## src/rtl/core/periodic_timer_bank_assert.svh

```systemverilog
// Assertion macros used by the timer bank top level.
// Each property is sampled on the rising edge of clk and disabled while rst_n is low.
`ifndef PERIODIC_TIMER_BANK_ASSERT_SVH
`define PERIODIC_TIMER_BANK_ASSERT_SVH

`ifndef SYNTHESIS

`define PTB_ASSERT_SAME(lbl, ante, cons) \
    lbl: assert property (@(posedge clk) disable iff (!rst_n) (ante) |-> (cons)) \
        else $error("timer bank assertion failed");

`define PTB_ASSERT_NEXT(lbl, ante, cons) \
    lbl: assert property (@(posedge clk) disable iff (!rst_n) (ante) |=> (cons)) \
        else $error("timer bank assertion failed");

`else

`define PTB_ASSERT_SAME(lbl, ante, cons)

`define PTB_ASSERT_NEXT(lbl, ante, cons)

`endif

`endif

```

## src/rtl/core/ptb_pkg.sv

```systemverilog
package ptb_pkg;

    localparam int NUM_SLOTS_DEF = 8;
    localparam int KIND_W        = 3;
    localparam int SLOT_W        = 3;
    localparam int DATA_W        = 25;
    localparam int TICK_W        = 10;
    localparam int MASK_W        = 8;
    localparam int MASK_IDX_W    = $clog2(MASK_W);
    localparam int SLOT_CMP_W    = 7;

    localparam logic signed [DATA_W-1:0] VAL_MIN           = {1'b1, {(DATA_W-1){1'b0}}};
    localparam logic signed [DATA_W-1:0] REMAINING_MISSING = '1;

    typedef enum logic [KIND_W-1:0] {
        KIND_TICK        = 3'd0,
        KIND_CREATE      = 3'd1,
        KIND_REMOVE      = 3'd2,
        KIND_SET_RESTART = 3'd3,
        KIND_SET_KEEP    = 3'd4,
        KIND_READ        = 3'd5
    } kind_t;

    typedef enum logic [2:0] {
        ST_IDLE,
        ST_SLOT,
        ST_TICK,
        ST_DRAIN,
        ST_FINISH
    } state_t;

    typedef struct packed {
        logic accept;
        logic slot_op;
        logic tick_issue;
        logic finish;
    } cmd_t;

    typedef struct packed {
        logic last_idx;
        logic out_free;
    } status_t;

endpackage

```

## src/rtl/core/ptb_ctrl.sv

```systemverilog
module ptb_ctrl
(
    input  logic                            clk,
    input  logic                            rst_n,
    input  logic                            in_valid,
    input  logic [ptb_pkg::KIND_W-1:0]      kind,
    output logic                            in_stall,
    input  ptb_pkg::status_t                status,
    output ptb_pkg::cmd_t                   cmd
);

    ptb_pkg::state_t state_reg;
    ptb_pkg::state_t state_next;

    always_ff @(posedge clk or negedge rst_n)
    begin
        if (!rst_n)
        begin
            state_reg <= ptb_pkg::ST_IDLE;
        end
        else
        begin
            state_reg <= state_next;
        end
    end

    always_comb
    begin
        state_next = state_reg;
        case (state_reg)
            ptb_pkg::ST_IDLE:
            begin
                if (in_valid)
                begin
                    if (ptb_pkg::kind_t'(kind) == ptb_pkg::KIND_TICK)
                    begin
                        state_next = ptb_pkg::ST_TICK;
                    end
                    else
                    begin
                        state_next = ptb_pkg::ST_SLOT;
                    end
                end
            end
            ptb_pkg::ST_SLOT:
            begin
                state_next = ptb_pkg::ST_FINISH;
            end
            ptb_pkg::ST_TICK:
            begin
                if (status.last_idx)
                begin
                    state_next = ptb_pkg::ST_DRAIN;
                end
            end
            ptb_pkg::ST_DRAIN:
            begin
                state_next = ptb_pkg::ST_FINISH;
            end
            ptb_pkg::ST_FINISH:
            begin
                if (status.out_free)
                begin
                    state_next = ptb_pkg::ST_IDLE;
                end
            end
            default:
            begin
                state_next = ptb_pkg::ST_IDLE;
            end
        endcase
    end

    always_comb
    begin
        cmd      = '0;
        in_stall = 1'b1;
        case (state_reg)
            ptb_pkg::ST_IDLE:
            begin
                in_stall   = 1'b0;
                cmd.accept = in_valid;
            end
            ptb_pkg::ST_SLOT:
            begin
                cmd.slot_op = 1'b1;
            end
            ptb_pkg::ST_TICK:
            begin
                cmd.tick_issue = 1'b1;
            end
            ptb_pkg::ST_FINISH:
            begin
                cmd.finish = status.out_free;
            end
            default:
            begin
                cmd = '0;
            end
        endcase
    end

endmodule

```

## src/rtl/core/ptb_datapath.sv

```systemverilog
module ptb_datapath
#(
    parameter int NUM_SLOTS = ptb_pkg::NUM_SLOTS_DEF
)
(
    input  logic                                clk,
    input  logic                                rst_n,
    input  ptb_pkg::cmd_t                       cmd,
    output ptb_pkg::status_t                    status,
    input  logic [ptb_pkg::KIND_W-1:0]          kind,
    input  logic [ptb_pkg::SLOT_W-1:0]          slot,
    input  logic signed [ptb_pkg::DATA_W-1:0]   period,
    input  logic [ptb_pkg::TICK_W-1:0]          tick_cycles,
    output logic                                out_valid,
    input  logic                                out_stall,
    output logic [ptb_pkg::MASK_W-1:0]          fired_mask,
    output logic signed [ptb_pkg::DATA_W-1:0]   remaining,
    output logic                                missing_slot
);

    localparam int IDX_W = (NUM_SLOTS > 1) ? $clog2(NUM_SLOTS) : 1;
    localparam logic [ptb_pkg::SLOT_CMP_W-1:0] SLOT_LIMIT = ptb_pkg::SLOT_CMP_W'(NUM_SLOTS);
    localparam logic [IDX_W-1:0] LAST_IDX = IDX_W'(NUM_SLOTS - 1);
    localparam int DW = ptb_pkg::DATA_W;

    // latched transaction
    ptb_pkg::kind_t                 kind_reg;
    logic [ptb_pkg::SLOT_W-1:0]     slot_reg;
    logic signed [DW-1:0]           period_reg;
    logic [ptb_pkg::TICK_W-1:0]     ticks_reg;
    logic                           live_reg;

    logic [NUM_SLOTS-1:0]           valid_reg;
    logic [NUM_SLOTS-1:0]           valid_next;

    logic [IDX_W-1:0]               idx_reg;
    logic [IDX_W-1:0]               stage_idx_reg;
    logic                           stage_v_reg;
    logic [ptb_pkg::MASK_W-1:0]     fired_reg;
    logic [ptb_pkg::MASK_W-1:0]     fired_next;

    logic signed [DW-1:0]           period_mem [NUM_SLOTS];
    logic signed [DW-1:0]           count_mem  [NUM_SLOTS];
    logic signed [DW-1:0]           period_rd_reg;
    logic signed [DW-1:0]           count_rd_reg;

    logic                           out_valid_reg;
    logic [ptb_pkg::MASK_W-1:0]     fired_out_reg;
    logic signed [DW-1:0]           remaining_reg;
    logic                           missing_reg;

    logic                           in_inside;
    logic                           reg_inside;
    logic [IDX_W-1:0]               in_idx;
    logic [IDX_W-1:0]               reg_idx;
    logic [IDX_W-1:0]               rd_idx;
    logic                           rd_en;

    logic                           period_we;
    logic                           count_we;
    logic [IDX_W-1:0]               wr_idx;
    logic signed [DW-1:0]           count_wdata;

    logic [DW:0]                    diff;
    logic signed [DW-1:0]           sub_sat;
    logic                           fires;
    logic signed [DW-1:0]           tick_count;
    logic                           tick_wb;

    assign in_inside  = {{(ptb_pkg::SLOT_CMP_W - ptb_pkg::SLOT_W){1'b0}}, slot} < SLOT_LIMIT;
    assign reg_inside = {{(ptb_pkg::SLOT_CMP_W - ptb_pkg::SLOT_W){1'b0}}, slot_reg} < SLOT_LIMIT;
    assign in_idx     = IDX_W'(slot);
    assign reg_idx    = IDX_W'(slot_reg);
    assign rd_idx     = cmd.tick_issue ? idx_reg : reg_idx;
    assign rd_en      = cmd.tick_issue | cmd.slot_op;

    // countdown update for the slot in the read stage
    assign diff    = {count_rd_reg[DW-1], count_rd_reg}
                   - {{(DW + 1 - ptb_pkg::TICK_W){1'b0}}, ticks_reg};
    assign sub_sat = (diff[DW:DW-1] == 2'b10) ? ptb_pkg::VAL_MIN : diff[DW-1:0];
    assign fires   = sub_sat[DW-1] | (sub_sat == '0);
    assign tick_count = fires ? DW'(sub_sat + period_rd_reg) : sub_sat;
    assign tick_wb = stage_v_reg & valid_reg[stage_idx_reg] & ~period_rd_reg[DW-1];

    always_comb
    begin
        valid_next  = valid_reg;
        period_we   = 1'b0;
        count_we    = 1'b0;
        wr_idx      = reg_idx;
        count_wdata = period_reg;
        fired_next  = fired_reg;
        if (cmd.slot_op)
        begin
            case (kind_reg)
                ptb_pkg::KIND_CREATE:
                begin
                    if (reg_inside)
                    begin
                        valid_next[reg_idx] = 1'b1;
                        period_we           = 1'b1;
                        count_we            = 1'b1;
                    end
                end
                ptb_pkg::KIND_REMOVE:
                begin
                    if (live_reg)
                    begin
                        valid_next[reg_idx] = 1'b0;
                    end
                end
                ptb_pkg::KIND_SET_RESTART:
                begin
                    period_we = live_reg;
                    count_we  = live_reg;
                end
                ptb_pkg::KIND_SET_KEEP:
                begin
                    period_we = live_reg;
                end
                default:
                begin
                    period_we = 1'b0;
                end
            endcase
        end
        else if (tick_wb)
        begin
            count_we    = 1'b1;
            wr_idx      = stage_idx_reg;
            count_wdata = tick_count;
            if (fires && (32'(stage_idx_reg) < 32'(ptb_pkg::MASK_W)))
            begin
                fired_next[ptb_pkg::MASK_IDX_W'(stage_idx_reg)] = 1'b1;
            end
        end
    end

    always_ff @(posedge clk)
    begin
        if (period_we)
        begin
            period_mem[wr_idx] <= period_reg;
        end
        if (count_we)
        begin
            count_mem[wr_idx] <= count_wdata;
        end
        if (rd_en)
        begin
            period_rd_reg <= period_mem[rd_idx];
            count_rd_reg  <= count_mem[rd_idx];
        end
    end

    always_ff @(posedge clk)
    begin
        if (cmd.accept)
        begin
            kind_reg   <= ptb_pkg::kind_t'(kind);
            slot_reg   <= slot;
            period_reg <= period;
            ticks_reg  <= tick_cycles;
            live_reg   <= in_inside & valid_reg[in_idx];
            idx_reg    <= '0;
            fired_reg  <= '0;
        end
        else
        begin
            fired_reg <= fired_next;
            if (cmd.tick_issue)
            begin
                idx_reg <= idx_reg + 1'b1;
            end
        end
        stage_idx_reg <= idx_reg;
        if (cmd.finish)
        begin
            fired_out_reg <= fired_reg;
            missing_reg   <= (kind_reg inside {ptb_pkg::KIND_REMOVE, ptb_pkg::KIND_READ})
                             & ~live_reg;
            if (kind_reg == ptb_pkg::KIND_READ)
            begin
                remaining_reg <= live_reg ? count_rd_reg : ptb_pkg::REMAINING_MISSING;
            end
            else
            begin
                remaining_reg <= '0;
            end
        end
    end

    always_ff @(posedge clk or negedge rst_n)
    begin
        if (!rst_n)
        begin
            valid_reg     <= '0;
            stage_v_reg   <= 1'b0;
            out_valid_reg <= 1'b0;
        end
        else
        begin
            valid_reg   <= valid_next;
            stage_v_reg <= cmd.tick_issue;
            if (cmd.finish)
            begin
                out_valid_reg <= 1'b1;
            end
            else if (!out_stall)
            begin
                out_valid_reg <= 1'b0;
            end
        end
    end

    assign status.last_idx = (idx_reg == LAST_IDX);
    assign status.out_free = ~out_valid_reg | ~out_stall;

    assign out_valid    = out_valid_reg;
    assign fired_mask   = fired_out_reg;
    assign remaining    = remaining_reg;
    assign missing_slot = missing_reg;

endmodule

```

## src/rtl/core/periodic_timer_bank.sv

```systemverilog
// Bank of NUM_SLOTS periodic countdown timers. Each transaction carries a kind (tick, create,
// remove, set with restart, set keeping the countdown, read) and returns exactly one result
// holding the fired mask, the remaining count of a read and a missing-slot flag. A tick walks
// the slots one per cycle through the single read and write port of the period and countdown
// memories in ST_TICK, then passes through ST_DRAIN and ST_FINISH before the block takes the
// next transaction; every other kind passes through ST_SLOT and ST_FINISH. The input side
// stalls while a transaction is in progress; a finished result sits in an output register, so
// the next transaction is taken while the downstream side still stalls on it. Slots at or
// above eight cannot be addressed, so they are never created and have no bit in fired_mask.
`include "periodic_timer_bank_assert.svh"

module periodic_timer_bank
#(
    parameter int NUM_SLOTS = ptb_pkg::NUM_SLOTS_DEF
)
(
    input  logic                                clk,
    input  logic                                rst_n,
    input  logic                                in_valid,
    output logic                                in_stall,
    input  logic [ptb_pkg::KIND_W-1:0]          kind,
    input  logic [ptb_pkg::SLOT_W-1:0]          slot,
    input  logic signed [ptb_pkg::DATA_W-1:0]   period,
    input  logic [ptb_pkg::TICK_W-1:0]          tick_cycles,
    output logic                                out_valid,
    input  logic                                out_stall,
    output logic [ptb_pkg::MASK_W-1:0]          fired_mask,
    output logic signed [ptb_pkg::DATA_W-1:0]   remaining,
    output logic                                missing_slot
);

    ptb_pkg::cmd_t    ctrl_cmd;
    ptb_pkg::status_t dp_status;

    ptb_ctrl u_ctrl
    (
        .clk      (clk),
        .rst_n    (rst_n),
        .in_valid (in_valid),
        .kind     (kind),
        .in_stall (in_stall),
        .status   (dp_status),
        .cmd      (ctrl_cmd)
    );

    ptb_datapath
    #(
        .NUM_SLOTS (NUM_SLOTS)
    )
    u_datapath
    (
        .clk          (clk),
        .rst_n        (rst_n),
        .cmd          (ctrl_cmd),
        .status       (dp_status),
        .kind         (kind),
        .slot         (slot),
        .period       (period),
        .tick_cycles  (tick_cycles),
        .out_valid    (out_valid),
        .out_stall    (out_stall),
        .fired_mask   (fired_mask),
        .remaining    (remaining),
        .missing_slot (missing_slot)
    );

    // busy after every accepted transaction
    `PTB_ASSERT_NEXT(a_busy_after_accept, in_valid && !in_stall, in_stall)
    // a loaded result shows up at the output
    `PTB_ASSERT_NEXT(a_finish_loads_output, ctrl_cmd.finish, out_valid)
    // fire bits only come from ticks, which never report a count or a miss
    `PTB_ASSERT_SAME(a_fired_is_tick_only, out_valid && (fired_mask != '0),
                     (remaining == '0) && !missing_slot)
    // a nonzero count on a miss can only be the read miss marker
    `PTB_ASSERT_SAME(a_missing_read_marker, out_valid && missing_slot && (remaining != '0),
                     remaining == ptb_pkg::REMAINING_MISSING)

endmodule
```

## config.mk

```make
export PLATFORM = sky130hd
export DESIGN_NAME = periodic_timer_bank
export DESIGN_NICKNAME = d
export VERILOG_FILES = /design/src/rtl/core/ptb_pkg.sv /design/src/rtl/core/ptb_ctrl.sv /design/src/rtl/core/ptb_datapath.sv /design/src/rtl/core/periodic_timer_bank.sv
export VERILOG_INCLUDE_DIRS = /design/src /design/src/rtl/core
export SDC_FILE = /design/constraint.sdc
export NUM_CORES = 1
export LEC_CHECK = 0
export ABC_AREA = 1
export BUFFER_PORTS_ARGS = -buffer_cell sky130_fd_sc_hd__buf_2
export CAP_MARGIN = 15
export CELL_PAD_IN_SITES_DETAIL_PLACEMENT = 1
export CELL_PAD_IN_SITES_GLOBAL_PLACEMENT = 2
export CORE_AREA = 10 10 298 228
export CTS_CLUSTER_SIZE = 40
export DETAILED_ROUTE_END_ITERATION = 16
export DIE_AREA = 0 0 308 238
export HOLD_SLACK_MARGIN = 0.06
export PLACE_DENSITY_LB_ADDON = 0.1
export SETUP_SLACK_MARGIN = 0.05
export SLEW_MARGIN = 0
export SYNTH_ARGS = -nofsm -noshare
export SYNTH_HDL_FRONTEND = slang
export SYNTH_HIERARCHICAL = 1
export SYNTH_SLANG_ARGS = --single-unit
```

## constraint.sdc

```tcl
create_clock -name clk -period 4.95 [get_ports clk]
set_clock_uncertainty 0.1 [all_clocks]
set_input_delay 0.99 -clock clk [delete_from_list [all_inputs] [get_ports clk]]
set_output_delay 0.99 -clock clk [all_outputs]
set_load 0.02 [all_outputs]
```

==> impl_metrics.tcl <==
set metrics [dict create \
    fillers 6566 \
    grt.total_usage_pct 18.9 \
    seqCellArea_sq_um 16400 \
    clock.fmax_mhz 212 \
    status "completed" \
    crit_top_cell "nand2_1" \
    placed_area_sq_um 26300 \
    p_leak_nw 10.7 \
    cp_max_fo 8 \
    cp_data_required_time_ns 5.21 \
    worstMarginPinSlew_ns 1.11 \
    async_flop_share_pct 2.35 \
    cpMaxStageDelayCell "fa_1" \
    grt.overflow.total 0 \
    route.detailed.drc 0 \
    htreeDepth 2 \
    insertion_delay_ns 0.63 \
    drt_iter0_markers 1346 \
    drive_above_1_share_pct 15.7 \
    clockBufferDepth 3 \
    drv_cap 0 \
    crit_type "reg -> reg" \
    ys_types 43 \
    syn_avg_cell_area_sq_um 11.4 \
    via_per_inst 5.30 \
    place_inst 3023 \
    final_hold_viol_count 0 \
    cts-buffers-inserted 57 \
    start_util_pct 39.8 \
    ys.flop_type "edfxtp_1" \
    hpwl_um 48000 \
    io_pins 81 \
    antenna_found_initial 2 \
    rows 79 \
    grt_max_degree 98 \
    final_common_cell "edfxtp_1" \
    die_y_um 238 \
    yosysTopAreaCell "edfxtp_1" \
    finalPower_mw 18.4 \
    first_pass_iters 5 \
    timing.final.crit_share_pct 95.3 \
    place_congestion 0.861 \
    max_stage_delay_ns 0.41 \
    relSlewSlack_pct 25.9 \
    rsz0062_at_grt "yes" \
    die_w_um 308 \
    worstPathArrival_ns 4.98 \
    routed_wl_um 70300 \
    setup_viol 0 \
    cp-start-kind "flip-flop" \
    core_area_sq_um 61800 \
    yosys_warnings 6 \
    antenna_cells 0 \
    yosys-top-cells-area "edfxtp_1 (64%), nand2_1 (5.3%), inv_1 (4.5%), a21oi_1 (3.3%), o21ai_0 (2.8%)" \
    endpoint_kind "flip-flop" \
    grt_pass1_vias 16600 \
    p_per_area_nw_per_um2 650 \
    slew_violations 0 \
    nets 2357 \
    largestRegisters "u_datapath/count_mem (200), u_datapath/period_mem (200)" \
    cts_hold_buffers 0 \
    via_count 16600 \
    drtAntennaViolNets 0 \
    synth_nets 2244 \
    dieArea_sq_um 73300 \
    clk_pin_slew_ns 0.07 \
    min_path_type "in -> async" \
    ir_drop_mv 0.317 \
    wl_per_cell_um 22.5 \
    design_area_sq_um 28300 \
    synth_cells 2161 \
    postLayoutCoreUtil_pct 45.8 \
    synth_top_area_share_pct 64.2 \
    cts_tree "done" \
    multi_input_area_sq_um 6870 \
    worst-path-buf-inv 6 \
    critical_path.top_delay_family "simple AND/OR/NAND/NOR gates" \
    ys_ff_latch 553 \
    rr_worst_depth 29 \
    syn_to_final_growth_pct 15.0 \
    min_period_ns 4.72 \
    final_cell_mix "edfxtp_1 (526), nand2_1 (342), inv_1 (292)" \
    stdcell_count 3132 \
    cts-root-buf "clkbuf_16" \
    grt_pass1_wl_um 106000 \
    crit_cells 29 \
    port_buffers 80 \
    ys_seq_area_share_pct 66.7 \
    synth_edf_count 526 \
    clock_sinks 553 \
    syn-cell-area_sq_um 24600 \
]
==> path summary, 6_finish.rpt <==
path / start / to / slack, ns
max reg2reg: u_datapath/count_rd_reg[0] / u_datapath/count_mem[4][18] / 0.23
min in group clk: u_datapath/idx_reg[0] / u_datapath/stage_idx_reg[0] / 0.30
max in group asynchronous: rst_n / u_ctrl/state_reg[1] / 4.35
min: rst_n / asynchronous set/reset pin / 0.15
max: u_datapath/count_rd_reg[0] / u_datapath/count_mem[4][18] / 0.23
min reg2reg: u_datapath/idx_reg[0] / u_datapath/stage_idx_reg[0] / 0.30
==> logic make-up (layout without fill, tap and decap cells) <==
group	after synthesis	after routing	synth area share, %
fa+ha+maj	38	38	1.99
simple gates	606	606	10.2
mux	50	50	2.29
compound gates	483	483	11.4
xor+xnor	32	32	1.14
buf+inv	399	560	6.24
flops	553	553	66.7
==> stage by stage <==
stage	setup TNS [ns]	setup slack (ns)	hold slack (ns)
2_1_floorplan	0	0.810	0.263
3_3_place_gp	0	0.144	0.279
5_1_grt	-0.214	-0.0320	0.153
4_1_cts	0	0.0548	0.131
6_report	0	0.231	0.152
3_5_place_dp	0	0.0485	0.294
==> final cells by class <==
class / instances / share of cell area, %
clock buffers: 69 / 5.35
clock inverters: 38 / 1.19
inverters: 306 / 4.08
multi-input cells: 1209 / 24.3
flip-flops and latches: 553 / 58.0
well taps: 810 / 3.58
repair buffers: 147 / 3.51
==> repair_timing <==
action / 4_1_cts / 5_1_grt
setup buffers: 0 / 1
gates resized for setup: 1 / 35
pin swaps: 0 / 1
gates cloned: 0 / 0
endpoints found under the setup margin: 8 / 96
==> metal layers <==
| metal | GRT usage (%) | wire [um] | up-vias |
|---|---|---|---|
| li1 | - | - | 7810 |
| met4 | 3.34 | 883 | 2 |
| met3 | 2.72 | 3580 | 71 |
| met2 | 28.3 | 30700 | 347 |
| met5 | 0 | 11 | - |
| met1 | 28.8 | 35200 | 8361 |
==> worst register-to-register path, delay by kind of cell, from the launching register on <==
| kind | cells | cell delay, ns |
|---|---|---|
| buf+inv | 6 | 0.77 |
| flops | 1 | 0.36 |
| xor+xnor | 1 | 0.09 |
| simple gates | 15 | 1.49 |
| compound gates | 4 | 0.74 |
| fa+ha+maj | 3 | 0.92 |
==> synthesized netlist by cell type, drive strengths merged, types with 10 or more instances <==
master,instances
xnor2,11
nand3,82
edfxtp,526
ha,36
nor3,14
xor2,21
o21bai,13
clkbuf,72
a31oi,54
a211oi,54
dfrtp,13
nand2,352
dfxtp,14
nand4,10
buf,21
a21oi,161
mux2,50
o21ai,147
inv,305
nor2,139
o211ai,50
==> where the power goes <==
part | internal [mW] | switching (mW) | total [mW] | leakage (nW)
Combinational | 2.45 | 5.27 | 7.72 | 4.73
Sequential | 6.00 | 0.395 | 6.39 | 5.06
Clock | 2.43 | 1.83 | 4.26 | 0.909
(Power assumes the default switching activity.)
